<file path="src/efmt_pkg.sv">
// Shared types and constants of the multiturn encoder tracker.
`default_nettype none
package efmt_pkg;

   // Field widths fixed by the frame format.
   localparam int POS_FIELD_W    = 13;
   localparam int SPEED_W        = 16;
   localparam int CURRENT_W      = 16;
   localparam int TEMP_W         = 8;
   localparam int COEF_W         = 16;
   localparam int SINGLE_W       = 25;
   localparam int TURNS_W        = 16;
   localparam int TOTAL_W        = 40;
   localparam int SPEED_AVG_W    = 27;
   localparam int CURRENT_AVG_W  = 24;
   localparam int SPEED_SAMPLE_W = 33;
   localparam int CURRENT_SAMPLE_W = 24;

   // 360 degrees in Q16.
   localparam logic [SINGLE_W-1:0] FULL_CIRCLE_Q16 = 25'd23592960;

   localparam logic signed [TURNS_W-1:0] TURNS_MAX = 16'sh7FFF;
   localparam logic signed [TURNS_W-1:0] TURNS_MIN = 16'sh8000;

   // Register reset values.
   localparam logic [COEF_W-1:0] SPEED_COEF_RESET      = 16'd32768;
   localparam logic [COEF_W-1:0] CURRENT_COEF_RESET    = 16'd32768;
   localparam logic [COEF_W-1:0] ANGLE_PER_COUNT_RESET = 16'd2880;
   localparam logic [COEF_W-1:0] DPS_PER_RPM_RESET     = 16'd1536;

   typedef enum logic [1:0] {
      CSR_SPEED_COEF      = 2'd0,
      CSR_CURRENT_COEF    = 2'd1,
      CSR_ANGLE_PER_COUNT = 2'd2,
      CSR_DPS_PER_RPM     = 2'd3
   } csr_index_type;

endpackage
`default_nettype wire

</file>
<file path="src/efmt_scale.sv">
// Scaling of position to a clamped single-turn angle and of speed to degrees per second.
`default_nettype none
module efmt_scale (
   input  wire logic [efmt_pkg::POS_FIELD_W-1:0]           position,
   input  wire logic signed [efmt_pkg::SPEED_W-1:0]        speed_rpm,
   input  wire logic [efmt_pkg::COEF_W-1:0]                angle_per_count,
   input  wire logic [efmt_pkg::COEF_W-1:0]                dps_per_rpm,
   output logic [efmt_pkg::SINGLE_W-1:0]                   single_angle,
   output logic signed [efmt_pkg::SPEED_SAMPLE_W-1:0]      speed_sample
);
   import efmt_pkg::*;

   localparam int PROD_W = POS_FIELD_W + COEF_W;

   logic [PROD_W-1:0]                 angle_prod;
   logic signed [SPEED_SAMPLE_W-1:0]  rpm_ext;
   logic signed [SPEED_SAMPLE_W-1:0]  dps_ext;

   assign angle_prod = PROD_W'(position) * PROD_W'(angle_per_count);

   // Anything past a full circle is held at 360 degrees.
   assign single_angle = (angle_prod > PROD_W'(FULL_CIRCLE_Q16)) ? FULL_CIRCLE_Q16
                                                                  : angle_prod[SINGLE_W-1:0];

   assign rpm_ext      = SPEED_SAMPLE_W'(speed_rpm);
   assign dps_ext      = $signed({{(SPEED_SAMPLE_W-COEF_W){1'b0}}, dps_per_rpm});
   assign speed_sample = rpm_ext * dps_ext;

endmodule
`default_nettype wire

</file>
<file path="config.mk">
export PLATFORM = sky130hd
export DESIGN_NAME = efmt_scale
export DESIGN_NICKNAME = d
export VERILOG_FILES = /design/src/efmt_pkg.sv /design/src/efmt_scale.sv
export SDC_FILE = /design/constraint.sdc
export NUM_CORES = 1
export LEC_CHECK = 0
export BUFFER_PORTS_ARGS = -buffer_cell sky130_fd_sc_hd__buf_2
export CAP_MARGIN = 20
export CORE_AREA = 2 2 234 236
export DETAILED_ROUTE_END_ITERATION = 10
export DIE_AREA = 0 0 236 238
export GPL_ROUTABILITY_DRIVEN = 0
export PLACE_DENSITY = 0.56
export SYNTH_ARGS = -nofsm -noshare
export SYNTH_HDL_FRONTEND = slang
export SYNTH_SLANG_ARGS = --single-unit
</file>
<file path="constraint.sdc">
create_clock -name vclk -period 11.24
set_input_delay 2.81 -clock vclk [all_inputs]
set_output_delay 2.81 -clock vclk [all_outputs]
set_load 0.005 [all_outputs]
</file>
==> impl_metrics.ini <==
[synthesis]
synth.yosys.warnings = 0
postSynthAreaPerCell_um2 = 8.557
synth_unique_cells = 66
netlist_top_cells_area = sky130_fd_sc_hd__fa_1 (44%), sky130_fd_sc_hd__ha_1 (15%), sky130_fd_sc_hd__inv_1 (11%)
synth.largest_area_cell = sky130_fd_sc_hd__fa_1
synth_top_area_share_pct = 43.75
nets_in_the_synthesized_netlist = 2466
synth_seq_area_share_pct = 0
post_synth_inst_count = 1861
mappedNetlistArea_um2 = 15920

[sta]
period_utilization_pct = 102.5
final.setup.tns_ns = -4.300
timing_max_transition_violations_final = 0
grt_setup_unrepaired = true
finalHoldViolCount = 0
max_slew_margin_pct = 58.65
setup_viol = 28
worstMarginPinSlew_ns = 0.6180
final_period_minus_worst_setup_slack_ns = 11.52
hold_slack_ns = 6.155
timing.final.ws_setup_ns = -0.2755
max_clock_freq_mhz = 86.84

[placement]
dp.cells = 2867
hpwl_um = 37730
port_buffers = 119
pre_cts_ws_ns = -0.7793

[finish]
area_delta_synth_final_pct = 30.94
finish.net_count = 2825
final_layout_size_suffix_gt1_share_pct = 27.19
seq_cell_count = 0
final-instance-count-excl-fill = 2916
n_clock_buffer = 0
register_area_um2 = 0

[global_route]
grt_first_pass_wirelength_um = 72070
grt_max_degree = 17
antenna_found_initial = 3
first_global_vias = 14390
global_route.overflow_total = 0
grt_use_total_pct = 15.63

[critical_path]
critPathMaxFanout = 5
timing.critical_path.mode_cell = sky130_fd_sc_hd__fa_1
critical_path.slowest_cell = sky130_fd_sc_hd__fa_1
startpoint_type_of_the_worst_setup_path = primary input
slowest_delay_ns = 0.53
critical_path_required_ns = 8.43
path_class = in -> out
crit_arrival_ns = 8.71
critical_path.endpoint_type = primary output

[detailed_routing]
drt_pass1_iterations = 4
drtAntennaViolNets = 0
drt-wirelength-per-cell_um = 15.00
detail_route.vias_per_cell = 4.636
vias = 13520
wirelength_um = 43730
detail_route.iter0.violations = 550
drc = 0

[floorplan]
start_util_pct = 29.77
core_area_um2 = 53500
die-area_um2 = 56170
placement_rows = 85
chipHeight_um = 238
die_x_um = 236
ios = 119

[clock_tree]
hold_buffers = 0

[worst_hold_path]
worstHoldPathType = in -> out
min_delay_path_depth = 3

[job]
drv.max_cap_violation_count = 0

[run_status]
failing_checks = negative setup slack
outcome = finished with violations
## cells in the mapped netlist, types with 15 or more instances
| library cell | n |
|---|---|
| sky130_fd_sc_hd__nor2_1 | 30 |
| sky130_fd_sc_hd__and2_1 | 225 |
| sky130_fd_sc_hd__nor3_1 | 15 |
| sky130_fd_sc_hd__nand2b_1 | 18 |
| sky130_fd_sc_hd__nand2_1 | 253 |
| sky130_fd_sc_hd__inv_1 | 452 |
| sky130_fd_sc_hd__clkbuf_1 | 63 |
| sky130_fd_sc_hd__o21ai_0 | 24 |
| sky130_fd_sc_hd__xnor2_1 | 29 |
| sky130_fd_sc_hd__xor2_1 | 15 |
| sky130_fd_sc_hd__ha_1 | 196 |
| sky130_fd_sc_hd__a21o_1 | 17 |
| sky130_fd_sc_hd__fa_1 | 348 |
| sky130_fd_sc_hd__a21oi_1 | 37 |
## timing repair
action,in CTS,in global routing
pin swaps,100,68
cloned,1,1
endpoints found under the hold margin,0,0
buffers inserted,35,14
endpoints found under the setup margin,38,38
gates resized for setup,201,108
## critical path: cells and delay by family
kind	cells	cell delay, ns
buf+inv	9	0.95
simple gates	3	0.77
fa+ha+maj	6	2.73
compound gates	6	1.31
xor+xnor	1	0.14
## final timing paths
kind | end | startpoint | slack, ns
worst max-delay path | single_angle[5] | position[1] | -0.28
worst min-delay path | speed_sample[0] | speed_rpm[0] | 6.16
## area by class of cell
class                           instances  area, um2
Timing Repair Buffer                  424       3238
Inverter                              452       1697
Multi-Input combinational cell       1342      15040
Tap cell                              696      870.8
Fill cell                            5366      32640
Antenna cell                            2      5.005
## routing by layer
layer | wire (um) | track usage (%) | up-vias
met4 | 1092 | 3.629 | 0
met1 | 18870 | 20.79 | 6879
met3 | 1667 | 1.053 | 50
li1 | - | - | 6306
met2 | 22100 | 27.78 | 285
met5 | 0 | 0 | -
## cells by family after synthesis
group | share of synthesized area, %
buffers and inverters | 12.27
AOI/OAI and AO/OA | 6.027
xor gates and xnor gates | 2.420
and+or+nand+nor | 20.07
adders and majority gates | 59.15
muxes | 0.07071
## through the flow
step / util [%] / instance area [um2]
6_report: 38.98 / 20850
5_1_grt: 38.98 / 20850
4_1_cts: 37.97 / 20310
3_5_place_dp: 35.72 / 19110
3_3_place_gp: 35.72 / 19110
2_1_floorplan: - / 15930
## placed cells by master, fill, tap and decap left out, types with 5 or more instances in the layout
cell,netlist,final
sky130_fd_sc_hd__a21o_1,17,17
sky130_fd_sc_hd__a21oi_1,37,20
sky130_fd_sc_hd__a21oi_2,0,15
sky130_fd_sc_hd__and2_1,225,203
sky130_fd_sc_hd__and2_4,0,21
sky130_fd_sc_hd__and3_1,12,8
sky130_fd_sc_hd__buf_12,0,7
sky130_fd_sc_hd__buf_2,1,83
sky130_fd_sc_hd__buf_4,1,292
sky130_fd_sc_hd__buf_6,0,32
sky130_fd_sc_hd__buf_8,0,5
sky130_fd_sc_hd__fa_1,348,343
sky130_fd_sc_hd__fa_2,0,5
sky130_fd_sc_hd__ha_1,196,178
sky130_fd_sc_hd__ha_4,0,16
sky130_fd_sc_hd__inv_1,452,438
sky130_fd_sc_hd__inv_2,0,14
sky130_fd_sc_hd__nand2_1,253,244
sky130_fd_sc_hd__nand2_2,0,8
sky130_fd_sc_hd__nand2b_1,18,18
sky130_fd_sc_hd__nand3_1,12,11
sky130_fd_sc_hd__nand4_1,5,5
sky130_fd_sc_hd__nor2_1,30,27
sky130_fd_sc_hd__nor3_2,0,6
sky130_fd_sc_hd__nor3_4,0,6
sky130_fd_sc_hd__nor3b_2,12,9
sky130_fd_sc_hd__nor4_4,0,5
sky130_fd_sc_hd__o21ai_0,24,11
sky130_fd_sc_hd__o21ai_1,5,8
sky130_fd_sc_hd__o21ai_2,0,7
sky130_fd_sc_hd__o21bai_1,10,9
sky130_fd_sc_hd__xnor2_1,29,25
sky130_fd_sc_hd__xor2_1,15,11
Power is not shown: default switching activity piles up to over one toggle a cycle in this logic, so the estimate is an artifact.
