## src/efmt_pkg.sv

```systemverilog
// Shared types and constants of the multiturn encoder tracker.
`default_nettype none
package efmt_pkg;

   // Field widths fixed by the frame format.
   localparam int POS_FIELD_W    = 13;
   localparam int SPEED_W        = 16;
   localparam int CURRENT_W      = 16;
   localparam int TEMP_W         = 8;
   localparam int COEF_W         = 16;
   localparam int SINGLE_W       = 25;
   localparam int TURNS_W        = 16;
   localparam int TOTAL_W        = 40;
   localparam int SPEED_AVG_W    = 27;
   localparam int CURRENT_AVG_W  = 24;
   localparam int SPEED_SAMPLE_W = 33;
   localparam int CURRENT_SAMPLE_W = 24;

   // 360 degrees in Q16.
   localparam logic [SINGLE_W-1:0] FULL_CIRCLE_Q16 = 25'd23592960;

   localparam logic signed [TURNS_W-1:0] TURNS_MAX = 16'sh7FFF;
   localparam logic signed [TURNS_W-1:0] TURNS_MIN = 16'sh8000;

   // Register reset values.
   localparam logic [COEF_W-1:0] SPEED_COEF_RESET      = 16'd32768;
   localparam logic [COEF_W-1:0] CURRENT_COEF_RESET    = 16'd32768;
   localparam logic [COEF_W-1:0] ANGLE_PER_COUNT_RESET = 16'd2880;
   localparam logic [COEF_W-1:0] DPS_PER_RPM_RESET     = 16'd1536;

   typedef enum logic [1:0] {
      CSR_SPEED_COEF      = 2'd0,
      CSR_CURRENT_COEF    = 2'd1,
      CSR_ANGLE_PER_COUNT = 2'd2,
      CSR_DPS_PER_RPM     = 2'd3
   } csr_index_type;

endpackage
`default_nettype wire

```

## src/efmt_ema.sv

```systemverilog
// Exponential average update with round to nearest and saturation to the state width.
`default_nettype none
module efmt_ema #(
   parameter int AVG_W    = 27,
   parameter int SAMPLE_W = 33
) (
   input  wire logic signed [AVG_W-1:0]     average,
   input  wire logic signed [SAMPLE_W-1:0]  sample,
   input  wire logic [efmt_pkg::COEF_W-1:0] coef,
   output logic signed [AVG_W-1:0]          average_next
);
   import efmt_pkg::*;

   localparam int OLD_W = AVG_W + COEF_W + 2;
   localparam int NEW_W = SAMPLE_W + COEF_W + 1;
   localparam int ACC_W = ((OLD_W > NEW_W) ? OLD_W : NEW_W) + 1;
   localparam int RND_W = ACC_W - COEF_W;
   localparam logic signed [RND_W-1:0] AVG_MAX =
      RND_W'((64'sd1 <<< (AVG_W - 1)) - 64'sd1);
   localparam logic signed [RND_W-1:0] AVG_MIN = ~AVG_MAX;
   localparam logic signed [ACC_W-1:0] HALF_LSB = ACC_W'(64'sd1 <<< (COEF_W - 1));

   logic [COEF_W:0]             keep;
   logic signed [OLD_W-1:0]     old_part;
   logic signed [NEW_W-1:0]     new_part;
   logic signed [ACC_W-1:0]     acc;
   logic signed [RND_W-1:0]     rounded;

   assign keep     = (COEF_W+1)'(1 << COEF_W) - (COEF_W+1)'(coef);
   assign old_part = OLD_W'(average) * $signed({1'b0, keep});
   assign new_part = NEW_W'(sample) * $signed({1'b0, coef});
   assign acc      = ACC_W'(old_part) + ACC_W'(new_part) + HALF_LSB;

   // Dropping the low bits of a two's complement value floors it, so ties go upwards.
   assign rounded  = $signed(acc[ACC_W-1:COEF_W]);

   always_comb begin
      if (rounded > AVG_MAX) begin
         average_next = AVG_W'(AVG_MAX);
      end else if (rounded < AVG_MIN) begin
         average_next = AVG_W'(AVG_MIN);
      end else begin
         average_next = AVG_W'(rounded);
      end
   end

endmodule
`default_nettype wire

```

## config.mk

```make
export PLATFORM = sky130hd
export DESIGN_NAME = efmt_ema
export DESIGN_NICKNAME = d
export VERILOG_FILES = /design/src/efmt_pkg.sv /design/src/efmt_ema.sv
export SDC_FILE = /design/constraint.sdc
export NUM_CORES = 2
export LEC_CHECK = 0
export BUFFER_PORTS_ARGS = -buffer_cell sky130_fd_sc_hd__buf_2
export CAP_MARGIN = 20
export CORE_MARGIN = 2
export CORE_UTILIZATION = 23
export DETAILED_ROUTE_END_ITERATION = 10
export PLACE_DENSITY = 0.47
export REMOVE_ABC_BUFFERS = 1
export SLEW_MARGIN = 0
export SYNTH_ARGS = -nofsm -noshare
export SYNTH_HDL_FRONTEND = slang
export SYNTH_SLANG_ARGS = --single-unit
```

## constraint.sdc

```tcl
create_clock -name vclk -period 18.6
set_input_delay 3.72 -clock vclk [all_inputs]
set_output_delay 3.72 -clock vclk [all_outputs]
set_load 0.005 [all_outputs]
```

==> key figures <==
Outcome
  • Status: finished clean

Floorplanning
  • Num rows: between 100 and 150
  • Die height: ~400 um
  • Top-level port count: between 100 and 150
  • Die Outline Area: about 160000 um2
  • CORE AREA: roughly 160000 um2
  • Starting density of the core: between 20% and 30%
  • Die Width: just over 400 um

Final layout
  • Share of cells above drive strength 1: approximately 4.8%
  • Layout clock buffers: 0
  • FF+latch area: 0 um2
  • Total number of sequential cells: 0
  • Filler Cell Count: around 18000
  • Multi-input gate area in the final layout: about 32000 um2
  • Non-Filler Instances: just over 6000
  • Final Net Count: 5330
  • Layout overhead on the synthesized area: 7.67%

Setup path
  • Capturing element type of the critical path: primary output
  • Crit-path max cell delay: about 750 ps
  • Required time of the worst setup path: between 10000 and 15000 ps
  • Arrival time of data at the critical path endpoint: around 14000 ps
  • Cell depth of the worst setup path: 36
  • Critical path buffer and inverter count: 11
  • Crit-path max FO: 36
  • CP delay by family, top: adder cells
  • Type of the worst setup path: input pin to primary output
  • Worst path most repeated cell: sky130_fd_sc_hd__fa_1
  • Cell type of the slowest stage on the worst timing path: sky130_fd_sc_hd__fa_1
  • Startpoint type of the worst setup path: input pin

Yosys
  • Largest family of logic cells by synthesized area: adder cells
  • Compound-Gate Fraction of Synth Area: between 3 and 4%
  • Cell variety after synth: 70
  • Netlist Area Pre-Place: between 30000 and 40000 um2
  • Post-synthesis area per instance: 9.25 um2
  • Post-synthesis xor/xnor area fraction: 1.37%
  • Number of synthesis warnings: 0
  • Adder-Cell Fraction of Synth Area: 64.9%
  • Post-synthesis share of cell area spent on and, or, nand and nor gates: between 15 and 20%
  • Sequential-to-total area share from yosys stat: 0%
  • Gate count after technology mapping: 4000
  • Share of cell area taken by muxes after synthesis: 0%

STA
  • Unrepaired setup endpoints after global routing: no
  • Slew HR: a little over a quarter
  • Final-layout worst hold slack: a little under 9000 ps
  • Period utilisation layout: between 90% and 100%
  • Setup Viol. Count Final: 0
  • Number of hold-slack violations in the final timing report: 0
  • Final Slew Violations: 0
  • Highest clock frequency the design can meet: between 0.05 and 0.06 GHz
  • Post-layout minimum cycle time: 17940 ps
  • Setup tns final: 0 ps
  • Worst setup slack after layout: between 600 and 700 ps
  • Transition time at the pin with the least slew margin: 1090 ps

GRT
  • Initial antenna violation count: 32
  • Vias in the first global route: 28747
  • First-pass GRT wire length: between 150 and 200 mm
  • Busiest layer in global routing: met2
  • GR Layer Usage met1: 18.7%
  • Total gr overflow: 0
  • Routing usage on met3: roughly 1.2%
  • Largest net degree at the start of global routing: 37
  • Total routing usage reported by global routing: roughly 14%
  • Met2 Resource Use GR: roughly 25%

Clock network
  • Setup fix buffers added after clock tree synthesis: 0
  • Hold bufs inserted after CTS: 0
  • Number of gates resized after CTS: 0

Placed design
  • Placed wire-length estimate: roughly 96 mm
  • Count of port buffers added during placement: between 100 and 150
  • Post-placement worst setup slack: 802 ps
  • Placed cell count: between 6000 and 7000
  • Weighted congestion at the end of routability-driven global placement: 0.857

Drt
  • Drt first-iter violations: about 1400
  • Vias per std cell: 4.15
  • Via count: around 25000
  • DRC violations left: 0
  • Average routed wire per standard cell: roughly 18 um
  • Post-Route WL: between 100 and 150 mm
  • Final antenna-violating net count: 0
  • Initial DRT Pass Iterations: 5

Worst hold path
  • Worst min-delay path class: input pin to primary output
  • End point of the worst hold path: average_next[8]
  • Startpoint of the most critical hold path: average[0]
  • Number of stages on the worst hold path: 8

Job
  • Max-cap viol count: 0
## cell type report
type	instances	area share (%)
timing repair buffer	150	2.19
multi-input combinational	2654	80.0
antenna	6	0.0377
inverter	1166	11.0
tap	2160	6.78
## cells in the final DEF (no fill, tap or decap), types with 35 or more instances in the layout
cell / count
sky130_fd_sc_hd__a21oi_1: 45
sky130_fd_sc_hd__and2_1: 631
sky130_fd_sc_hd__nand2_1: 401
sky130_fd_sc_hd__inv_1: 1166
sky130_fd_sc_hd__ha_1: 220
sky130_fd_sc_hd__fa_1: 1062
sky130_fd_sc_hd__buf_4: 46
sky130_fd_sc_hd__xnor2_1: 35
sky130_fd_sc_hd__buf_2: 103
## routing by layer
metal | up-vias | wire length [um]
met5 | - | 36
met4 | 6 | 2280
met3 | 125 | 5110
met2 | 512 | 56600
met1 | 13628 | 47500
li1 | 11200 | -
## worst max path at each step
stage	end	from	slack [ps]
after floorplan	average_next[0]	coef[2]	1930
after global placement	average_next[5]	coef[2]	-300
after detailed placement	average_next[2]	coef[9]	800
after CTS	average_next[2]	coef[9]	780
after global routing	average_next[15]	coef[9]	110
final	average_next[2]	coef[9]	660
## cells by family (layout without fill, tap and decap cells)
family,count (synthesis),in the layout
buffers and inverters,1346,1316
adder cells (fa/ha/maj),1282,1282
AND/OR/NAND/NOR,1136,1136
AO/OA/AOI/OAI,178,178
XOR/XNOR,58,58
other,0,6
## metrics by stage
| step | util, % | instance area [um2] |
|---|---|---|
| finish | 24.9 | 39800 |
| global route | 24.9 | 39800 |
| CTS | 24.9 | 39800 |
| detailed placement | 24.9 | 39800 |
| global placement | 24.8 | 39800 |
| floorplan | - | 36200 |
## synthesized netlist by cell type (15+ instances only)
library cell / n / share of area [%]
sky130_fd_sc_hd__inv_1: 1166 / 12
sky130_fd_sc_hd__fa_1: 1062 / 57
sky130_fd_sc_hd__and2_1: 631 / 11
sky130_fd_sc_hd__nand2_1: 401 / 4.1
sky130_fd_sc_hd__ha_1: 220 / 7.4
sky130_fd_sc_hd__clkbuf_1: 143 / 1.5
sky130_fd_sc_hd__a21oi_1: 45 / 0.61
sky130_fd_sc_hd__xnor2_1: 44 / 1.0
sky130_fd_sc_hd__a21o_1: 30 / 0.61
sky130_fd_sc_hd__nor2_1: 30 / 0.30
sky130_fd_sc_hd__o21ai_0: 21 / 0.28
sky130_fd_sc_hd__nor3_1: 18 / 0.24
sky130_fd_sc_hd__buf_6: 17 / 0.52
sky130_fd_sc_hd__nand4_1: 15 / 0.25
## worst min-delay path: stages
cell and delay (ps):
sky130_fd_sc_hd__buf_2 250, sky130_fd_sc_hd__nand4_1 150, sky130_fd_sc_hd__o21ai_1 100, sky130_fd_sc_hd__o211ai_1 250, sky130_fd_sc_hd__nand3_2 110, sky130_fd_sc_hd__xor2_1 230
sky130_fd_sc_hd__a21o_1 200, sky130_fd_sc_hd__buf_2 120
Power is not shown: default switching activity piles up to over one toggle a cycle in this logic, so the estimate is an artifact.
