**src/efmt_pkg.sv**
```systemverilog
// Shared types and constants of the multiturn encoder tracker.
`default_nettype none
package efmt_pkg;

   // Field widths fixed by the frame format.
   localparam int POS_FIELD_W    = 13;
   localparam int SPEED_W        = 16;
   localparam int CURRENT_W      = 16;
   localparam int TEMP_W         = 8;
   localparam int COEF_W         = 16;
   localparam int SINGLE_W       = 25;
   localparam int TURNS_W        = 16;
   localparam int TOTAL_W        = 40;
   localparam int SPEED_AVG_W    = 27;
   localparam int CURRENT_AVG_W  = 24;
   localparam int SPEED_SAMPLE_W = 33;
   localparam int CURRENT_SAMPLE_W = 24;

   // 360 degrees in Q16.
   localparam logic [SINGLE_W-1:0] FULL_CIRCLE_Q16 = 25'd23592960;

   localparam logic signed [TURNS_W-1:0] TURNS_MAX = 16'sh7FFF;
   localparam logic signed [TURNS_W-1:0] TURNS_MIN = 16'sh8000;

   // Register reset values.
   localparam logic [COEF_W-1:0] SPEED_COEF_RESET      = 16'd32768;
   localparam logic [COEF_W-1:0] CURRENT_COEF_RESET    = 16'd32768;
   localparam logic [COEF_W-1:0] ANGLE_PER_COUNT_RESET = 16'd2880;
   localparam logic [COEF_W-1:0] DPS_PER_RPM_RESET     = 16'd1536;

   typedef enum logic [1:0] {
      CSR_SPEED_COEF      = 2'd0,
      CSR_CURRENT_COEF    = 2'd1,
      CSR_ANGLE_PER_COUNT = 2'd2,
      CSR_DPS_PER_RPM     = 2'd3
   } csr_index_type;

endpackage
`default_nettype wire

```
**src/efmt_unwrap.sv**
```systemverilog
// Turn counting from position jumps and saturated total angle.
`default_nettype none
module efmt_unwrap #(
   parameter int ENCODER_BITS = 13
) (
   input  wire logic [efmt_pkg::POS_FIELD_W-1:0]    position,
   input  wire logic [efmt_pkg::POS_FIELD_W-1:0]    last_position,
   input  wire logic signed [efmt_pkg::TURNS_W-1:0] turns,
   input  wire logic [efmt_pkg::SINGLE_W-1:0]       single_angle,
   output logic signed [efmt_pkg::TURNS_W-1:0]      turns_next,
   output logic signed [efmt_pkg::TOTAL_W-1:0]      multiturn_angle
);
   import efmt_pkg::*;

   localparam int DIFF_W = 18;
   localparam logic signed [DIFF_W-1:0] HALF_TURN = DIFF_W'(1 << (ENCODER_BITS - 1));
   localparam int WIDE_W = TOTAL_W + 2;
   localparam logic signed [WIDE_W-1:0] TOTAL_MAX =
      WIDE_W'((64'sd1 <<< (TOTAL_W - 1)) - 64'sd1);
   localparam logic signed [WIDE_W-1:0] TOTAL_MIN = ~TOTAL_MAX;

   logic signed [DIFF_W-1:0] diff;
   logic signed [WIDE_W-1:0] total_wide;

   assign diff = $signed({{(DIFF_W-POS_FIELD_W){1'b0}}, position})
               - $signed({{(DIFF_W-POS_FIELD_W){1'b0}}, last_position});

   // A jump up by more than half a turn is a backward wrap, a jump down a forward one.
   always_comb begin
      turns_next = turns;
      if (diff > HALF_TURN) begin
         if (turns != TURNS_MIN) begin
            turns_next = turns - 16'sd1;
         end
      end else if (diff < -HALF_TURN) begin
         if (turns != TURNS_MAX) begin
            turns_next = turns + 16'sd1;
         end
      end
   end

   assign total_wide = WIDE_W'(turns_next)
                     * $signed({{(WIDE_W-SINGLE_W){1'b0}}, FULL_CIRCLE_Q16})
                     + $signed({{(WIDE_W-SINGLE_W){1'b0}}, single_angle});

   always_comb begin
      if (total_wide > TOTAL_MAX) begin
         multiturn_angle = TOTAL_W'(TOTAL_MAX);
      end else if (total_wide < TOTAL_MIN) begin
         multiturn_angle = TOTAL_W'(TOTAL_MIN);
      end else begin
         multiturn_angle = TOTAL_W'(total_wide);
      end
   end

endmodule
`default_nettype wire
```
**config.mk**
```make
export PLATFORM = sky130hd
export DESIGN_NAME = efmt_unwrap
export DESIGN_NICKNAME = d
export VERILOG_FILES = /design/src/efmt_pkg.sv /design/src/efmt_unwrap.sv
export SDC_FILE = /design/constraint.sdc
export NUM_CORES = 1
export LEC_CHECK = 0
export BUFFER_PORTS_ARGS = -buffer_cell sky130_fd_sc_hd__buf_4
export CORE_MARGIN = 5
export CORE_UTILIZATION = 40
export DETAILED_ROUTE_END_ITERATION = 12
export GPL_TIMING_DRIVEN = 0
export PLACE_DENSITY = 0.68
export SETUP_SLACK_MARGIN = 0.02
export SYNTH_ARGS = -nofsm -noshare
export SYNTH_HDL_FRONTEND = slang
export SYNTH_SLANG_ARGS = --single-unit
```
**constraint.sdc**
```tcl
create_clock -name vclk -period 12.6
set_input_delay 1.89 -clock vclk [all_inputs]
set_output_delay 1.89 -clock vclk [all_outputs]
set_load 0.02 [all_outputs]
```
==> flow_summary.toml, run 1 <==
[run_status]
status = "complete, no violations"

[timing]
slew-limit-headroom = 0.200
worst_slew_pin_slew_ps = 1190
clock.fmax_mhz = 80.2
crit_share_post_route = 0.989
final-hold-violation-count = 0
layout_min_cycle_time_ps = 12460
setup-violations-final = 0
timing_max_transition_violations_final = 0

[synth]
synth.net_count = 820
syn-cell-area_um2 = 4830
synth_fa_ha_area_frac = 0.315
postSynthAreaPerCell_um2 = 7.44
synth_compound_gate_area_share = 0.236
post_synth_num_cell_types = 60
synth.largest_area_cell = "ha_1"
synthDominantCellAreaShare = 0.194
synth_top_family_by_area = "adder cells"
synth_warnings = 0
syn-instance-count = 649
synthTopCellsByArea = "ha_1 (19%), fa_1 (12%), inv_1 (7.1%)"
synth.yosys.seq_area_share = 0
synth-simple-area-share = 0.217
synth.mux.area_fraction = 0.0306
xor_xnor_share_of_the_synthesized_area = 0.106

[final_layout]
postLayoutCoreUtil = 0.573
n_clock_buffer = 0
commonest_cells_after_routing_fill_and_taps_aside = "buf_4 (156), inv_1 (88), ha_1 (64)"
final_nets = 983
fin_cells = 957
drive_gt1_frac = 0.327
design.seq.count = 0
final_common_cell = "buf_4"
register_area_um2 = 0
diodes = 0
layout-area-overhead-vs-synth_pct = 41.3

[floorplan]
die_width_um = 120
die_footprint_um2 = 14400
io_pins = 123
effective_utilization_at_floorplan = 0.405
floorplan.rows = 40
design.core.area_um2 = 11900
floorplan.die.height_um = 120

[detailed_routing]
routed.top_layer = "met4"
wl_met1_mm = 6.62
num_vias = 5294
dr_wl_met3_um = 378
drt-total-wl_mm = 15.0
routed_wire_length_per_instance_um = 15.7
met2WireLength_mm = 7.79
first_pass_iters = 5
detail_route.drc_violations = 0
ant_nets = 0
initialDrtViolationCount = 234
via_per_inst = 5.53

[placed_design]
dp_hpwl_mm = 11.3
portBuffers = 117
dp.cells = 913
place_congestion = 0.895

[global_routing]
wire_length_of_the_first_global_routing_pass_mm = 22.9
grt_util_all_layers = 0.181
first_global_vias = 5160
grt_max_degree = 11
antenna_found_initial = 0
grt_overflow = 0

[critical_path]
critical_path.max_stage_delay_ps = 590
path_class = "in -> out"
worst_path_max_delay_cell = "or4_4"
timing.critical_path.required_ps = 10710
crit_fanout = 6
path_delay_family = "simple AND/OR/NAND/NOR gates"
critical_path.endpoint_type = "output port"
worst_ep_arrival_time_ps = 10570
buf_inv_stages_crit_path = 7
worstSetupStartpointType = "primary input"

[job]
cap_violations = 0

[hold_path]
hold_end = "multiturn_angle[3]"
hold-path-cell-count = 3
hold_path_class = "in -> out"
worstHoldStart = "single_angle[3]"

[power]
power_density_nw_per_um2 = 307
static-leakage-power_nw = 3.35
ir_worst_vdd_mv = 0.183
## synth_stat cells (12+ instances only)
library cell  instances
fa_1                 29
clkbuf_1             18
xnor2_1              30
a21o_1               32
nand2_1              34
ha_1                 75
a31oi_1              12
a21oi_1              30
xor2_1               26
nor2_1               39
nand3_1              21
o21ai_0              24
inv_1                91
nor3_1               21
## through the flow
stage	instance area (um2)	power, mW	hold slack (ps)	setup TNS, ps	setup slack, ps
floorplan	4840	1.21	3910	0	42.4
global placement	5910	1.65	4080	-39700	-1130
detailed placement	5910	1.69	4080	-48660	-1360
CTS	6150	1.77	4080	0	35.7
global route	6830	2.26	4090	-4060	-169
finish	6830	2.10	4080	0	138
## area by class of cell
cell class,count,area (um2)
fillers,1087,5090
inverters,91,342
multi-input cells,534,4870
plain buffers,20,143
well taps,147,184
repair buffers,165,1290
## worst max-delay path by stage
stage                                     end              from  depth (start not counted)  slack (ps)
after floorplan           multiturn_angle[29]       position[0]                         35          40
after global placement    multiturn_angle[18]       position[7]                         37       -1130
after detailed placement  multiturn_angle[18]       position[9]                         37       -1360
after CTS                 multiturn_angle[38]       position[0]                         38          40
after global routing      multiturn_angle[37]  last_position[0]                         37        -170
final                     multiturn_angle[33]  last_position[0]                         37         140
## where the power goes
group	leakage [nW]	internal (mW)	switching (mW)	total [mW]
clock network	0	0	0	0
logic	3.35	0.950	1.15	2.10
registers	0	0	0	0
## worst min-delay path: stages
cell and delay, ps:
buf_4 80, a21o_1 100, buf_4 130
## per-layer routing
layer / GRT usage / vias up
met2: 0.346 / 110
met5: 0 / -
met1: 0.231 / 2538
met4: 0.0236 / 0
li1: - / 2628
met3: 0.00707 / 18
## kinds of logic (layout without fill, tap and decap cells)
group                      count (synthesis)  after routing
AOI/OAI and AO/OA                        166            167
xor gates and xnor gates                  57             57
adders and majority gates                104            104
buffers and inverters                    116            276
muxes                                     14             14
and+or+nand+nor                          192            192
## what timing repair did
item,4_1_cts,5_1_grt
resized for setup,23,95
endpoints found under the setup margin,40,40
buffers inserted,21,27
cloned,0,3
pin swaps,11,38
hold buffers,0,0
Note: power is estimated with default switching activity, not from simulation.
==> run 2: changes to the inputs <==
- clock period: 12.6 -> 11.35 ns (I/O delays scaled with it)
==> run 2 against run 1 <==
The flow now finishes with violations (setup timing). Die area stayed put. Largest power group unchanged. Final cell count is 0.10% higher. Final area is 5.5% higher. Hold slack worse by 380 ps. Combinational power is 20% higher.
==> flow_summary.toml, run 2 (synthesized netlist as in run 1, its figures left out) <==
[run_status]
status = "finished with violations"
violations = "setup timing"

[timing]
setup_slack_ps = -248
setup-violations-final = 39
slew-limit-headroom = 0.412
clock.fmax_mhz = 86.2
crit_share_post_route = 1.02
finalHoldWorstSlack_ps = 3700
layout_min_cycle_time_ps = 11600
worst_slew_pin_slew_ps = 876
rsz_0062_raised_after_global_routing = "yes"
final-hold-violation-count = 0
timing_max_transition_violations_final = 0

[detailed_routing]
drt-total-wl_mm = 14.9
via_per_inst = 5.56
routed_wire_length_per_instance_um = 15.5
num_vias = 5323
ant_nets = 0
initialDrtViolationCount = 154
first_pass_iters = 4
detail_route.drc_violations = 0

[final_layout]
diodes = 0
stdcell_area_um2 = 7200
final_nets = 984
register_area_um2 = 0
commonest_cells_after_routing_fill_and_taps_aside = "buf_4 (122), inv_1 (88), ha_1 (66)"
design.seq.count = 0
drive_gt1_frac = 0.350
postLayoutCoreUtil = 0.605
layout-area-overhead-vs-synth_pct = 49.1
n_clock_buffer = 0
final_common_cell = "buf_4"

[critical_path]
worst_path_max_delay_cell = "or4_4"
worst_ep_arrival_time_ps = 9900
crit_fanout = 8
path_delay_family = "compound AO/OA/AOI/OAI gates"
worstSetupStartpointType = "primary input"
timing.critical_path.mode_cell = "o31a_1"
path_class = "in -> out"
critical_path.endpoint_type = "output port"
timing.critical_path.required_ps = 9650
critical_path.max_stage_delay_ps = 520
buf_inv_stages_crit_path = 8

[power]
power.combinational.fraction = 1.000
static-leakage-power_nw = 3.48
power_density_nw_per_um2 = 350
p_sw_frac = 0.530
p_total_mw = 2.52
seqPwrFrac = 0
total_switching_power_mw = 1.34
ir_worst_vdd_mv = 0.195
share_clk_of_total_power = 0
p_int_mw = 1.19

[floorplan]
io_pins = 123
floorplan.die.height_um = 120
floorplan.rows = 40
design.core.area_um2 = 11900
effective_utilization_at_floorplan = 0.405
die_footprint_um2 = 14400
die_width_um = 120

[placed_design]
dp_hpwl_mm = 11.6
portBuffers = 117
dpl_cell_area_um2 = 6170
place_congestion = 0.862

[global_routing]
grt_overflow = 0
grt_max_degree = 11
wire_length_of_the_first_global_routing_pass_mm = 24.2
first_global_vias = 5278
grt_util_all_layers = 0.194
antenna_found_initial = 0

[job]
cap_violations = 0

[clocking]
cts-hold-fix-buffers = 0

[hold_path]
hold_path_class = "in -> out"
[run 2: cell count changes in the layout (fill, tap and decap cells not counted), moves of 4 or more]
cell | previous run | this run
xnor2_1 | 26 | 22
o21ai_4 | 8 | 14
buf_6 | 13 | 43
xnor2_2 | 3 | 7
buf_4 | 156 | 122
o21ai_0 | 20 | 12
[run 2: worst paths after layout]
check	cells after the start	slack, ps	endpoint	start
worst max-delay path	38	-250	multiturn_angle[25]	position[9]
worst min-delay path	3	3700	multiturn_angle[6]	single_angle[6]
[run 2: through the flow]
step / instances / TNS, ps / setup WS (ps)
6_report: 958 / -8240 / -248
5_1_grt: 958 / -22600 / -612
3_3_place_gp: 913 / -34010 / -960
4_1_cts: 945 / -6810 / -207
2_1_floorplan: 649 / 0 / 33.2
3_5_place_dp: 913 / -38320 / -1070
[run 2: area by class of cell]
cell class                 instances  area [um2]
tap                              147         184
buffer                            22         168
inverter                          91         344
multi-input combinational        533        5050
timing repair buffer             165        1450
fill                            1074        4710
[run 2: what timing repair did]
action,CTS,global route
pin swaps,49,15
cloned,3,1
endpoints found under the setup margin,40,40
buffers inserted,30,14
hold endpoints to repair,0,0
gates resized for setup,102,24
[run 2: layer usage]
| metal | share of wire | GRT usage |
|---|---|---|
| met1 | 0.44 | 0.251 |
| met2 | 0.51 | 0.367 |
| met3 | 0.040 | 0.0113 |
| met4 | 0.012 | 0.0193 |
| met5 | 0 | 0 |
[run 2: power groups by stage]
stage,combinational (mW),sequential [mW],clock (mW)
floorplan,1.52,0,0
global placement,2.03,0,0
detailed placement,2.07,0,0
CTS,2.42,0,0
global route,2.72,0,0
finish,2.52,0,0
